**src/skt_pkg.sv**
```systemverilog
// Shared constants, codes and the cell control struct of the sorted key table.
package skt_pkg;

    // Configuration defaults
    localparam int DEPTH_DEF         = 64;
    localparam int MAX_KEY_BYTES_DEF = 8;

    // Fixed field widths
    localparam int OP_W     = 2;
    localparam int KEY_IN_W = 64;
    localparam int LEN_W    = 4;
    localparam int STATUS_W = 3;
    localparam int IN_W     = 72;   // op + key_bytes + key_length, padded to bytes

    // Operation codes
    localparam logic [OP_W-1:0] OP_INSERT = 2'd0;
    localparam logic [OP_W-1:0] OP_FIND   = 2'd1;
    localparam logic [OP_W-1:0] OP_REMOVE = 2'd2;
    localparam logic [OP_W-1:0] OP_CLEAR  = 2'd3;

    // Status codes
    localparam logic [STATUS_W-1:0] ST_INSERTED  = 3'd0;
    localparam logic [STATUS_W-1:0] ST_DUPLICATE = 3'd1;
    localparam logic [STATUS_W-1:0] ST_FOUND     = 3'd2;
    localparam logic [STATUS_W-1:0] ST_NOT_FOUND = 3'd3;
    localparam logic [STATUS_W-1:0] ST_FULL      = 3'd4;

    // Control broadcast to every cell
    typedef struct packed {
        logic cmp;   // compare the stored entry against the search key
        logic ins;   // open a gap at the lower bound and write the new key
        logic rem;   // close the gap at the lower bound
    } skt_ctrl_t;

endpackage

```
**src/skt_locate.sv**
```systemverilog
// Turns the row of below-key flags into the lower-bound slot and an equal-key hit.
module skt_locate
    import skt_pkg::*;
#(
    parameter int DEPTH = DEPTH_DEF
)
(
    input  logic                     clk,
    input  logic                     rst_n,
    input  logic [DEPTH-1:0]         lt,
    input  logic [DEPTH-1:0]         eq,
    output logic [$clog2(DEPTH)-1:0] pos,
    output logic                     found
);

    localparam int IDX_W = $clog2(DEPTH);

    logic [DEPTH-1:0] edge_hit;
    logic [IDX_W-1:0] pos_reg;
    logic [IDX_W-1:0] pos_next;
    logic             found_reg;
    logic             found_next;

    // The flags form a thermometer; mark the first cell that is not below the key.
    always_comb
    begin
        for (int i = 0; i < DEPTH; i++)
        begin
            if (i == 0)
                edge_hit[i] = !lt[i];
            else
                edge_hit[i] = !lt[i] && lt[i-1];
        end
    end

    always_comb
    begin
        pos_next = '0;
        for (int i = 0; i < DEPTH; i++)
        begin
            if (edge_hit[i])
                pos_next = pos_next | IDX_W'(i);
        end
        found_next = |(edge_hit & eq);
    end

    always_ff @(posedge clk or negedge rst_n)
    begin
        if (!rst_n)
        begin
            pos_reg   <= '0;
            found_reg <= 1'b0;
        end
        else
        begin
            pos_reg   <= pos_next;
            found_reg <= found_next;
        end
    end

    assign pos   = pos_reg;
    assign found = found_reg;

endmodule

```
**config.mk**
```make
export PLATFORM = sky130hd
export DESIGN_NAME = skt_locate
export DESIGN_NICKNAME = d
export VERILOG_FILES = /design/src/skt_pkg.sv /design/src/skt_locate.sv
export SDC_FILE = /design/constraint.sdc
export NUM_CORES = 1
export LEC_CHECK = 0
export ABC_AREA = 1
export BUFFER_PORTS_ARGS = -buffer_cell sky130_fd_sc_hd__buf_2
export CORE_UTILIZATION = 40
export DETAILED_ROUTE_END_ITERATION = 10
export GPL_TIMING_DRIVEN = 0
export PLACE_DENSITY = 0.93
export REMOVE_ABC_BUFFERS = 1
export SETUP_SLACK_MARGIN = 0.05
export SYNTH_ARGS = -nofsm -noshare
export SYNTH_HDL_FRONTEND = slang
export SYNTH_SLANG_ARGS = --single-unit
```
**constraint.sdc**
```tcl
create_clock -name clk -period 0.8 [get_ports clk]
set_input_delay 0.16 -clock clk [delete_from_list [all_inputs] [get_ports clk]]
set_output_delay 0.16 -clock clk [all_outputs]
set_load 0.05 [all_outputs]
```
==> results.cfg <==
[outcome]
status = finished with violations
violations = setup timing

[finish]
final_common_cell = buf_2
area.growth.synth_to_final_pct = 109
final_cell_mix = 79 x buf_2, 60 x nand2_1, 41 x nand3_1, 39 x inv_2, 38 x inv_1
drive_gt1_share_pct = 60.9
fill_cells = 179
largest_reg_flops = 6
fin_cells = 547
diodes = 0
nets = 630

[sta]
rsz0062_at_grt = true
finalCritPeriodShare_pct = 122
fmax_mhz = 1020
fin_ws_ps = -176
period_needed_ps = 976
final-hold-violation-count = 0
final_max_slew_viol_count = 0
holdWs_ps = 293
setup_viol = 14
relSlewSlack_pct = 86.2
worst_pin_slew_ps = 207

[grt]
grt_pass1_wl_mm = 11.8
grt_overflow = 0
grt_max_degree = 8
grt_util_all_layers_pct = 35.9
grt_pass1_vias = 2779
antenna_found_initial = 0

[floorplan]
die_w_um = 66.1
die_h_um = 66.1
start_util_pct = 43.3
num_io_pins = 137
die-area_sq_um = 4370
rows = 22
core_sq_um = 3800

[worst_setup_path]
startpoint_type = primary input
worstPathArrival_ps = 1090
endpoint_kind = flop
path_class = in -> reg
required_ps = 910
startpoint = lt[49]
path_max_fanout = 3

[synth]
ys_ff_latch = 7
synth_cells = 340
synth_warnings = 0
yosysSeqAreaShare_pct = 10.6
synth_cell_type_count = 21
syn_area_sq_um = 1650
syn_area_per_cell_sq_um = 4.84

[clocking]
tritoncts = done
clkSinkCount = 7
cts_buffers = 3
root_buffer = clkbuf_8
cts_max_path_buffers = 2
htreeDepth = 1
clk_pin_slew_worst_paths_ps = 40

[power]
p_per_area_nw_per_um2 = 767
p_leak_uw = 0.00185
ir_drop_v = 0.000448
p_total_uw = 2640
pwr-share-comb_pct = 67.2
p_sw_share_pct = 43.3
internal_power_uw = 1500
switchingPower_uw = 1150
p_clk_share_pct = 19.4
seqPwrFrac_pct = 13.5

[placement]
place_ws_ps = -415
hpwl_mm = 5.89
gp_congestion = 1.02
port_buffers = 136
dp.cells = 524

[drt]
wl_mm = 10.2
drt_iter0_markers = 344
dr.pass1.iters = 6
ant_nets = 0
drcViolationCount = 0
viasPerCell = 5.94
num_vias = 3247
wl_per_cell_um = 18.6

[job]
max_cap_violations = 0

[hold_path]
min_path_type = in -> async
metrics by stage:
| stage | area [sq um] | TNS, ps | util, % |
|---|---|---|---|
| 6_report | 3440 | -1490 | 90.6 |
| 5_1_grt | 3440 | -2080 | 90.6 |
| 4_1_cts | 2980 | -809 | 78.4 |
| 3_5_place_dp | 2390 | -2320 | 62.8 |
| 3_3_place_gp | 2390 | -2310 | 62.8 |
| 2_1_floorplan | 1650 | -128 | - |
final cells by class:
cell class                 instances  area [sq um]  area share (%)
tap                               48          60.1            1.74
inverter                          91           394            11.4
multi-input combinational        242          1570            45.5
timing repair buffer             155          1200            34.9
sequential                         7           175            5.09
clock buffer                       4          45.0            1.31
worst paths after layout:
kind / end / slack, ps / cells after the start
worst max-delay path: found / -180 / 8
worst min-delay path: pos[1] / 290 / 2
max in group asynchronous: pos[4] / 350 / 2
min in group clk: pos[3] / 310 / 5
metal layers:
metal  track usage, %  vias up  part of all wire (%)
met2             66.5      327                    48
met1             38.3     1408                    32
li1                 -     1391                     -
met4             19.9        0                   8.5
met5                0        -                     0
met3             5.52      121                    12
what timing repair did:
action	4_1_cts	5_1_grt
gates resized for setup	121	148
pin swaps	58	78
buffers inserted	17	3
hold endpoints to repair	7	0
hold buffers	1	0
endpoints found under the setup margin	14	14
power by group through the flow:
stage / Sequential, uW / Clock, uW / Combinational [uW]
finish: 356 / 511 / 1780
global route: 355 / 540 / 1870
CTS: 356 / 487 / 1320
detailed placement: 361 / 0 / 1040
global placement: 361 / 0 / 1030
floorplan: 361 / 0 / 500
cell families (layout without fill, tap and decap cells):
group / Yosys count / after routing / share of synthesized area, %
flip-flops: 7 / 7 / 10.6
buffers and inverters: 91 / 250 / 20.8
AND/OR/NAND/NOR: 220 / 220 / 61.4
AO/OA/AOI/OAI: 22 / 22 / 7.15
synthesized netlist by cell type:
| cell type | instances | area, sq um |
|---|---|---|
| nor3_2 | 1 | 10.0 |
| nand3_2 | 1 | 10.0 |
| inv_2 | 12 | 45.0 |
| nand2_1 | 92 | 345 |
| nor2_2 | 1 | 6.26 |
| a21oi_1 | 1 | 5.00 |
| o21ai_2 | 1 | 8.76 |
| nor2_1 | 31 | 116 |
| nor3b_2 | 1 | 12.5 |
| nand3b_1 | 2 | 15.0 |
| o21ai_1 | 9 | 45.0 |
| inv_1 | 79 | 297 |
| nand2_2 | 5 | 31.3 |
| nand3_1 | 66 | 330 |
| dfrtp_1 | 7 | 175 |
| nand4_1 | 16 | 100 |
| nand4_2 | 1 | 12.5 |
| nor2_4 | 1 | 11.3 |
| o21ai_0 | 10 | 50.1 |
| nor3_1 | 2 | 10.0 |
| o2111ai_1 | 1 | 8.76 |
critical path: stages:
cell and delay, ps:
buf_2 110, inv_1 60, nand3_2 80, nand4_1 160, nor2_1 200, nand2_1 100
nor2_1 120, nand2_1 90
Note: power is estimated with default switching activity, not from simulation.
