## src/skt_pkg.sv

```systemverilog
// Shared constants, codes and the cell control struct of the sorted key table.
package skt_pkg;

    // Configuration defaults
    localparam int DEPTH_DEF         = 64;
    localparam int MAX_KEY_BYTES_DEF = 8;

    // Fixed field widths
    localparam int OP_W     = 2;
    localparam int KEY_IN_W = 64;
    localparam int LEN_W    = 4;
    localparam int STATUS_W = 3;
    localparam int IN_W     = 72;   // op + key_bytes + key_length, padded to bytes

    // Operation codes
    localparam logic [OP_W-1:0] OP_INSERT = 2'd0;
    localparam logic [OP_W-1:0] OP_FIND   = 2'd1;
    localparam logic [OP_W-1:0] OP_REMOVE = 2'd2;
    localparam logic [OP_W-1:0] OP_CLEAR  = 2'd3;

    // Status codes
    localparam logic [STATUS_W-1:0] ST_INSERTED  = 3'd0;
    localparam logic [STATUS_W-1:0] ST_DUPLICATE = 3'd1;
    localparam logic [STATUS_W-1:0] ST_FOUND     = 3'd2;
    localparam logic [STATUS_W-1:0] ST_NOT_FOUND = 3'd3;
    localparam logic [STATUS_W-1:0] ST_FULL      = 3'd4;

    // Control broadcast to every cell
    typedef struct packed {
        logic cmp;   // compare the stored entry against the search key
        logic ins;   // open a gap at the lower bound and write the new key
        logic rem;   // close the gap at the lower bound
    } skt_ctrl_t;

endpackage

```

## src/skt_cell.sv

```systemverilog
// One table cell: holds an entry, compares it to the search key, shifts with its neighbors.
module skt_cell
    import skt_pkg::*;
#(
    parameter int KEY_W = 8 * MAX_KEY_BYTES_DEF
)
(
    input  logic             clk,
    input  logic             rst_n,
    input  skt_ctrl_t        ctrl,
    input  logic             cell_valid,
    input  logic [KEY_W-1:0] new_key,
    input  logic [LEN_W-1:0] new_len,
    input  logic             prev_lt,
    input  logic [KEY_W-1:0] prev_key,
    input  logic [LEN_W-1:0] prev_len,
    input  logic [KEY_W-1:0] next_key,
    input  logic [LEN_W-1:0] next_len,
    output logic             lt,
    output logic             eq,
    output logic [KEY_W-1:0] key,
    output logic [LEN_W-1:0] len
);

    logic             lt_reg;
    logic             lt_next;
    logic             eq_reg;
    logic             eq_next;
    logic [KEY_W-1:0] key_reg;
    logic [KEY_W-1:0] key_next;
    logic [LEN_W-1:0] len_reg;
    logic [LEN_W-1:0] len_next;

    // Zero-padded keys order correctly when the length is appended as the least significant part.
    always_comb
    begin
        lt_next = lt_reg;
        eq_next = eq_reg;
        if (ctrl.cmp)
        begin
            lt_next = cell_valid && ({key_reg, len_reg} < {new_key, new_len});
            eq_next = cell_valid && ({key_reg, len_reg} == {new_key, new_len});
        end
    end

    always_comb
    begin
        key_next = key_reg;
        len_next = len_reg;
        if (ctrl.ins && !lt_reg)
        begin
            if (prev_lt)
            begin
                key_next = new_key;
                len_next = new_len;
            end
            else
            begin
                key_next = prev_key;
                len_next = prev_len;
            end
        end
        else if (ctrl.rem && !lt_reg)
        begin
            key_next = next_key;
            len_next = next_len;
        end
    end

    always_ff @(posedge clk or negedge rst_n)
    begin
        if (!rst_n)
        begin
            lt_reg <= 1'b0;
            eq_reg <= 1'b0;
        end
        else
        begin
            lt_reg <= lt_next;
            eq_reg <= eq_next;
        end
    end

    always_ff @(posedge clk)
    begin
        key_reg <= key_next;
        len_reg <= len_next;
    end

    assign lt  = lt_reg;
    assign eq  = eq_reg;
    assign key = key_reg;
    assign len = len_reg;

endmodule

```

## config.mk

```make
export PLATFORM = sky130hd
export DESIGN_NAME = skt_cell
export DESIGN_NICKNAME = d
export VERILOG_FILES = /design/src/skt_pkg.sv /design/src/skt_cell.sv
export SDC_FILE = /design/constraint.sdc
export NUM_CORES = 1
export LEC_CHECK = 0
export BUFFER_PORTS_ARGS = -buffer_cell sky130_fd_sc_hd__buf_2
export CORE_ASPECT_RATIO = 0.8
export CORE_MARGIN = 2
export CORE_UTILIZATION = 47
export CTS_CLUSTER_SIZE = 12
export DETAILED_ROUTE_END_ITERATION = 6
export PLACE_DENSITY = 0.84
export SYNTH_ARGS = -nofsm -noshare
export SYNTH_HDL_FRONTEND = slang
export SYNTH_SLANG_ARGS = --single-unit
```

## constraint.sdc

```tcl
create_clock -name clk -period 8.81 [get_ports clk]
set_clock_uncertainty 0.15 [all_clocks]
set_input_delay 1.3215 -clock clk [delete_from_list [all_inputs] [get_ports clk]]
set_output_delay 1.3215 -clock clk [all_outputs]
set_load 0.01 [all_outputs]
```

==> run metrics, run 1 <==
NetSw=around 0.36 mW; dominant cells by area after synthesis=edfxtp_1, ha_1, mux2i_1; CTS clk-pin slew, worst paths=50 ps; Slowest-stage cell, CP=or4_4; cells after synthesis=roughly 550; row cnt=34; TritonCTS clock tree=yes; final period utilization=0.368; Tot Pwr=between 1 and 1.5 mW; final instance area=between 0.007 and 0.008 mm2; dpl hpwl=roughly 11000 um; Worst Path Required=8860 ps; number of flops mapped to enable cells by yosys=roughly 70; Die Width=122 um; dpl cell area=0.00675 mm2; mux contribution to synthesized area=0.130; hold path depth=2; post-route minimum period=approximately 3200 ps; r2r setup slk=6280 ps; Post-CTS Repair Setup Buffers=0; Post-Synth XOR/XNOR Area=0; fraction of registers with async set or reset after synthesis=0.0286; CP arrival=roughly 3300 ps; CTS Hold Bufs=0; synthesized area=around 0.0052 mm2; gpl congestion=0.866; pwr dens=171 mW/mm2; worst r2r path cells=7; area grow syn2layout=35.0%; Seq cells post-synth=70; final net count=approximately 1100; Core Region=approximately 0.011 mm2; post-synthesis sequential area ratio=0.400; Root Buffer=clkbuf_16; Initial DRC Count=approximately 150; yosys warns=0; initial antenna violation count=0; TNS Setup=0 ps; R2R Path End=lt; Register Area=0.00209 mm2; Static Leak=~3.8 nW; final global-route overflow total=0; first-pass GRT wire length=22000 um; Fillers=roughly 940; MaxCap Viol Count=0; RSZ-0062 raised after global routing=no; DRC=0; Cell variety after synth=39; largest net degree at the start of global routing=a little over 70; r2r startpoint=key[63]; Vias=a little under 5000; All-Layer GR Usage=0.230; status=completed; Seq pwr share=0.390; Worst IR Drop VDD=around 110 uV; Internal=about 0.84 mW; Syn Area/Cell=9.59 um2; startpoint type of the worst setup path=input pin; Clock Latency Late Sink=around 320 ps; Synth area leader=edfxtp_1; die area=between 0.01 and 0.015 mm2; DRT Pass-1 Iters=4; Final WS setup=roughly 5600 ps; initial core utilization=0.482; Sink Count=70; critical path class=in2reg; switching share of power=0.301; Compound-Gate Fraction of Synth Area=0.134; PortBufs=280; largest family of logic cells by synthesized area=adder cells; CP peak stage delay=530 ps; clock power share=0.312; syn nets=~800; layout cells sized above 1=0.369; fin. max-slew vios=0; CTS Buffer Depth=2; area occupied by multi-input gates=~0.0028 mm2; Antenna Cells=0; Largest register FFs=64; Place WS=roughly 5200 ps; vias in the first global route=roughly 4800; critical path peak fanout=3; CTS resizes=0; Max transition margin=0.225; average vias per placed instance=just over 5; worst hold endpoint=eq; # setup viols final=0; TritonCTS Buffers=9; Comb pwr share=0.299; Worst Setup End Kind=flop; hold_ws=398 ps; Die Ht=~100 um; detailed-route wire length=14000 um; Routed Antenna Nets=0; dominant synthesized flop cell=edfxtp_1; Synth top area share=0.391; crit path cell chain=buf_2 -> inv_1 -> ha_1 -> nand4_2 -> nor4_2 -> nand3_1 -> or4_4 -> a31oi_1 -> o32ai_1; Worst Tran Pin Value=approximately 1200 ps; Hold Crit Class=reg2reg; adder-cell share of the synthesized area=0.163; Simple-Gate Fraction of Synth Area=0.105; hold_sp=eq; # IOs=about 280; WL/cell=14.5 um; Hold Violations, Final=0; max frequency=between 300 and 400 MHz; H-tree levels=3
power by group through the flow:
stage | Combinational [mW] | Sequential (mW) | Clock [mW]
4_1_cts | 0.364 | 0.469 | 0.386
6_report | 0.359 | 0.469 | 0.375
2_1_floorplan | 0.181 | 0.500 | 0
3_3_place_gp | 0.354 | 0.472 | 0
5_1_grt | 0.406 | 0.476 | 0.399
3_5_place_dp | 0.362 | 0.476 | 0
cells in the mapped netlist, types with 2 or more instances:
cell,number
nand2_1,83
clkbuf_1,16
buf_2,5
nor2b_1,3
nand3_1,5
edfxtp_1,68
nor3_1,2
mux2i_1,68
o21ai_0,75
nor2_1,7
ha_1,68
dfrtp_1,2
a21o_1,12
a211oi_1,2
inv_1,71
a21oi_1,25
nand4_1,11
worst max-delay path: cells and delay by family:
| kind | cells | cell delay [ps] |
|---|---|---|
| buffers and inverters | 2 | 130 |
| adder cells (fa/ha/maj) | 1 | 300 |
| AO/OA/AOI/OAI | 2 | 240 |
| AND/OR/NAND/NOR | 4 | 1300 |
layout make-up:
cell class              instances  share of cell area
clock buffers                  11              0.0330
flip-flops and latches         70               0.296
clock inverters                 5              0.0105
inverters                      72              0.0383
repair buffers                282               0.201
well taps                     144              0.0255
multi-input cells             381               0.395
per-stage QoR:
stage / instances / utilization
2_1_floorplan: 545 / -
3_3_place_gp: 949 / 0.622
3_5_place_dp: 949 / 0.622
4_1_cts: 965 / 0.651
5_1_grt: 965 / 0.651
6_report: 965 / 0.651
logic make-up (layout without fill, tap and decap cells):
logic type / after synthesis / in the layout
AND/OR/NAND/NOR: 119 / 119
buffers and inverters: 94 / 370
flip-flops: 70 / 70
adder cells (fa/ha/maj): 68 / 68
AO/OA/AOI/OAI: 126 / 126
multiplexers: 68 / 68
metal layers:
metal,track usage,vias to the layer above,part of all wire
li1,-,2490,-
met3,0.0537,21,0.066
met5,0,-,0
met4,0.0531,0,0.015
met2,0.425,171,0.50
met1,0.268,2200,0.42
how the worst max path moves through the flow:
| stage | start | endpoint | depth (start not counted) |
|---|---|---|---|
| after floorplan | ctrl[1] | key[0] | 2 |
| after global placement | new_key[61] | lt | 9 |
| after detailed placement | new_key[61] | lt | 9 |
| after CTS | new_key[61] | lt | 9 |
| after global routing | new_key[61] | lt | 9 |
| final | new_key[61] | lt | 9 |
cells in the final DEF, fill, tap and decap left out, types with 2 or more instances in the layout:
cell | Yosys | layout
inv_1 | 71 | 71
a21oi_1 | 25 | 25
nor2_1 | 7 | 6
nand2_1 | 83 | 82
mux2i_1 | 68 | 68
dfrtp_1 | 2 | 2
nand4_1 | 11 | 11
a211oi_1 | 2 | 2
nor2b_1 | 3 | 3
a21o_1 | 12 | 12
edfxtp_1 | 68 | 68
clkbuf_1 | 16 | 2
bufinv_16 | 0 | 2
buf_4 | 0 | 3
clkbuf_16 | 0 | 9
clkinv_2 | 0 | 2
ha_1 | 68 | 68
nor3_1 | 2 | 2
nand3_1 | 5 | 5
o21ai_0 | 75 | 75
buf_2 | 5 | 279
Note: power is estimated with default switching activity, not from simulation.
==> run 2: changes to the inputs <==
--- a/config.mk
+++ b/config.mk
@@ -8,10 +8,10 @@
 export BUFFER_PORTS_ARGS = -buffer_cell sky130_fd_sc_hd__buf_2
 export CORE_ASPECT_RATIO = 0.8
 export CORE_MARGIN = 2
-export CORE_UTILIZATION = 47
+export CORE_UTILIZATION = 46
 export CTS_CLUSTER_SIZE = 12
 export DETAILED_ROUTE_END_ITERATION = 6
-export PLACE_DENSITY = 0.84
+export PLACE_DENSITY = 0.83
 export SYNTH_ARGS = -nofsm -noshare
 export SYNTH_HDL_FRONTEND = slang
 export SYNTH_SLANG_ARGS = --single-unit
==> constraint.sdc (replaced) <==
create_clock -name clk -period 3.13 [get_ports clk]
set_clock_uncertainty 0.15 [all_clocks]
set_input_delay 0.4695 -clock clk [delete_from_list [all_inputs] [get_ports clk]]
set_output_delay 0.4695 -clock clk [all_outputs]
set_load 0.01 [all_outputs]
==> run 2 against run 1 <==
  * Die area is 2.1% higher
  * Total power grew to 2.9 times the previous value
  * Non-clock buffer count increased by 3
  * Final cell count up 0.31%
==> run metrics, run 2 (synthesis results as in run 1) <==
final global-route overflow total=0; dpl hpwl=approximately 12000 um; final net count=about 1100; Tot Pwr=3.52 mW; post-route minimum period=2520 ps; most frequent cells in the layout=buf_2, nand2_1, o21ai_0; startpoint type of the worst setup path=flop; worst r2r path cells=7; layout cells sized above 1=0.373; Vias=roughly 4900; critical path class=reg2reg; # setup viols final=0; Worst Tran Pin Value=approximately 610 ps; TritonCTS clock tree=yes; pwr dens=just under 500 mW/mm2; average vias per placed instance=around 5; die area=approximately 0.012 mm2; Initial DRC Count=roughly 160; TNS Setup=0 ps; All-Layer GR Usage=0.232; CP arrival=about 2600 ps; Worst Setup End Kind=flop; Die Width=123 um; # IOs=~280; gpl congestion=0.809; final period utilization=0.806; max frequency=approximately 400 MHz; Fillers=around 920; Clock Latency Late Sink=320 ps; row cnt=34; Hold Crit Class=in2reg; hold_sp=ctrl[2]; vias in the first global route=between 4000 and 5000; Place WS=about 410 ps; Final WS setup=roughly 610 ps; dpl cell area=between 0.006 and 0.007 mm2; initial core utilization=0.476; CTS resizes=0; Core Region=around 0.011 mm2; CTS Buffer Depth=2; DRT Pass-1 Iters=5; Hold Violations, Final=0; Root Buffer=clkbuf_16; crit path launch=key[46]; WL/cell=~15 um; Worst Path Required=3180 ps; TritonCTS Buffers=9; first-pass GRT wire length=22300 um; H-tree levels=3; fin. max-slew vios=0; Sink Count=70; Die Ht=about 99 um; final instance area=0.00715 mm2; largest net degree at the start of global routing=73; RSZ-0062 raised after global routing=no; detailed-route wire length=around 15000 um; Static Leak=between 3 and 4 nW; CTS clk-pin slew, worst paths=roughly 60 ps; Routed Antenna Nets=0; initial antenna violation count=0; Max transition margin=0.591; status=completed; r2r startpoint=key[46]; critical path peak fanout=3; area grow syn2layout=36.8%; hold path depth=2; PortBufs=280; MaxCap Viol Count=0; Antenna Cells=0; DRC=0; Largest register FFs=64; most common cell after layout, fill and taps aside=buf_2; Worst IR Drop VDD=roughly 310 uV
-- run 2: metrics by stage --
step / util / instances / hold slack [ps]
3_3_place_gp: 0.620 / 951 / 105
4_1_cts: 0.652 / 968 / 233
2_1_floorplan: - / 545 / 23.9
5_1_grt: 0.652 / 968 / 244
3_5_place_dp: 0.620 / 951 / 110
6_report: 0.652 / 968 / 253
-- run 2: layout make-up --
type | count | area (um2) | area share
well taps | 144 | 180 | 0.0252
clock buffers | 9 | 225 | 0.0315
inverters | 72 | 270 | 0.0378
repair buffers | 285 | 1480 | 0.207
clock inverters | 7 | 113 | 0.0157
multi-input cells | 381 | 2790 | 0.390
flip-flops and latches | 70 | 2090 | 0.292
-- run 2: layer usage --
layer / global-route usage / up-vias / share of wire
met4: 0.0629 / 0 / 0.015
met1: 0.262 / 2164 / 0.40
li1: - / 2496 / -
met5: 0 / - / 0
met2: 0.430 / 205 / 0.50
met3: 0.0585 / 17 / 0.082
-- run 2: final timing paths --
kind | to | slack [ps]
min in group asynchronous | eq | 310
worst max-delay path | lt | 610
max in group asynchronous | lt | 2420
worst min-delay path | lt | 250
worst min register to register | eq | 400
worst max register to register | lt | 610
-- run 2: timing repair --
action                    CTS  global route
hold endpoints to repair    2             0
hold buffers                1             0
setup buffers               0             0
-- run 2: worst max-delay path: stages (launching register included) --
cell,delay [ps]
edfxtp_1,410
ha_1,340
nand4_1,140
nor3_1,380
nand3_1,200
or4_4,520
a31oi_1,160
o32ai_1,100
-- run 2: power by group --
| group | internal [mW] | switching [mW] | total [mW] | leakage (nW) |
|---|---|---|---|---|
| clock | 0.774 | 0.389 | 1.16 | 0.167 |
| sequential | 1.23 | 0.0872 | 1.32 | 0.707 |
| combinational | 0.453 | 0.579 | 1.03 | 2.98 |
==> run 3: changes to the inputs <==
--- a/config.mk
+++ b/config.mk
@@ -5,13 +5,14 @@
 export SDC_FILE = /design/constraint.sdc
 export NUM_CORES = 1
 export LEC_CHECK = 0
+export ABC_AREA = 1
 export BUFFER_PORTS_ARGS = -buffer_cell sky130_fd_sc_hd__buf_2
 export CORE_ASPECT_RATIO = 0.8
 export CORE_MARGIN = 2
-export CORE_UTILIZATION = 46
+export CORE_UTILIZATION = 42
 export CTS_CLUSTER_SIZE = 12
 export DETAILED_ROUTE_END_ITERATION = 6
-export PLACE_DENSITY = 0.83
+export PLACE_DENSITY = 0.79
 export SYNTH_ARGS = -nofsm -noshare
 export SYNTH_HDL_FRONTEND = slang
 export SYNTH_SLANG_ARGS = --single-unit
==> constraint.sdc (replaced) <==
create_clock -name clk -period 2.3 [get_ports clk]
set_clock_uncertainty 0.15 [all_clocks]
set_input_delay 0.345 -clock clk [delete_from_list [all_inputs] [get_ports clk]]
set_output_delay 0.345 -clock clk [all_outputs]
set_load 0.01 [all_outputs]
==> run 3 against run 2 <==
  * Global-route usage about the same
  * Final cell count up 21%
  * Sequential cell count unchanged
  * Via count up 16%
  * Routed wire length up 8.1%
  * Largest cell class unchanged
  * Highest routed layer is now met5
==> run metrics, run 3 <==
status=completed; All-Layer GR Usage=0.232; Hold Crit Class=in2reg; die area=between 0.01 and 0.015 mm2; syn nets=between 900 and 1000; dpl hpwl=~13000 um; average vias per placed instance=about 4.8; CTS clk-pin slew, worst paths=approximately 60 ps; TNS Setup=0 ps; row cnt=37; startpoint type of the worst setup path=flop; synthesized area=0.00541 mm2; TritonCTS clock tree=yes; critical path peak fanout=2; Max transition margin=0.657; layout cells sized above 1=0.328; first-pass GRT wire length=around 25000 um; post-route minimum period=approximately 1900 ps; Core Region=0.0127 mm2; critical path class=reg2reg; WL/cell=about 14 um; Worst Path Required=2380 ps; Worst Tran Pin Value=a little over 500 ps; Fillers=approximately 1200; DRC=0; CTS Buffer Depth=2; # setup viols final=0; top sig layer=met5; CP arrival=~2000 ps; vias in the first global route=approximately 5300; number of flops mapped to enable cells by yosys=68; MaxCap Viol Count=0; Sink Count=70; dominant synthesized flop cell=edfxtp_1; # IOs=around 280; R2R Path End=lt; Clock Latency Late Sink=350 ps; largest net degree at the start of global routing=69; routed wl met2=about 7400 um; Syn Area/Cell=7.60 um2; CP endpoint=lt; initial core utilization=0.425; r2r startpoint=key[15]; hold_ws=~130 ps; worst r2r path cells=12; dominant cells by area after synthesis=edfxtp_1, nand2_1, ha_1; Detail Route met3 WL=between 1000 and 1500 um; most frequent cell after synthesis=nand2_1; crit path launch=key[15]; Initial DRC Count=between 200 and 300; Seq cells post-synth=70; most common cell after layout, fill and taps aside=buf_2; Static Leak=3.93 nW; final period utilization=0.820; Die Width=around 130 um; H-tree levels=3; most frequent cells in the layout=buf_2, nand2_1, inv_1; Cell variety after synth=25; initial antenna violation count=1; area grow syn2layout=35.3%; Tot Pwr=between 4 and 5 mW; cells after synthesis=about 700; Inst Count DP=approximately 1200; Vias=around 5700; fin. max-slew vios=0; Hold Violations, Final=0; RSZ-0062 raised after global routing=no; detailed-route wire length=15800 um; final global-route overflow total=0; Layout Utilization=0.575; final net count=about 1300; pwr dens=a little over 600 mW/mm2; final instance area=approximately 0.0073 mm2; max frequency=between 500 and 600 MHz; yosys warns=0; DRT Pass-1 Iters=4; Place WS=328 ps; Synth area leader=edfxtp_1; r2r setup slk=a little over 400 ps; Worst IR Drop VDD=just under 500 uV; Largest register FFs=64; Final WS setup=415 ps; dpl cell area=just over 0.007 mm2; top cells by count, synth=nand2_1, inv_1, nor2_1; Synth top area share=0.377; TritonCTS Buffers=9; post-synthesis sequential area ratio=0.386; Finished Layout Cells=1169; fraction of registers with async set or reset after synthesis=0.0286; Root Buffer=clkbuf_16; met1 WL=~7000 um; Routed Antenna Nets=0; Worst Setup End Kind=flop; Antenna Cells=0; gpl congestion=~0.84; PortBufs=280; Die Ht=between 100 and 150 um
[run 3: cells by family (layout without fill, tap and decap cells)]
kind of cell	Yosys count	count (layout)	synth area share
AND/OR/NAND/NOR	346	346	0.250
AO/OA/AOI/OAI	101	101	0.115
adder cells (fa/ha/maj)	68	68	0.157
buffers and inverters	127	409	0.0915
flip-flops	70	70	0.386
[run 3: how the worst min path moves through the flow]
stage	slack, ps	start	cells past startpoint	end
floorplan	-100	rst_n	0	eq
global placement	0.2	rst_n	1	lt
detailed placement	-1	rst_n	1	lt
CTS	120	ctrl[2]	4	lt
global route	160	ctrl[2]	4	lt
finish	130	ctrl[2]	4	lt
[run 3: power breakdown]
part           total, mW  internal [mW]  leakage (nW)  switching, mW
clock               1.24          0.720         0.127          0.521
sequential          1.80           1.68         0.692          0.117
combinational       1.52          0.642          3.11          0.877
[run 3: cell type report]
cell class              count  area (um2)  share of cell area
repair buffers            295        1550               0.212
inverters                  98         368              0.0502
multi-input cells         515        2830               0.387
well taps                 175         219              0.0299
flip-flops and latches     70        2090               0.286
clock inverters             5        26.3             0.00359
clock buffers              11         233              0.0318
[run 3: worst max-delay path: stages (launching register included)]
cell and delay, ps:
edfxtp_1 420, ha_1 310, nand2_1 70, nor2_1 120, nand2_1 80, nor2_1 170
nand2_1 110, nor2_2 100, nand2_1 60, nand2_1 60, nor2_1 40, nand2_1 50
nand2_1 40
[run 3: repair_timing]
| action | in CTS | in global routing |
|---|---|---|
| resized for setup | 0 | 0 |
| setup buffers | 0 | 0 |
| endpoints found under the hold margin | 2 | 0 |
| hold buffers | 1 | 0 |
[run 3: layer usage]
metal,up-vias,global-route usage
met4,2,0.0502
met3,20,0.0736
met5,-,0
met1,2502,0.287
met2,241,0.397
li1,2886,-
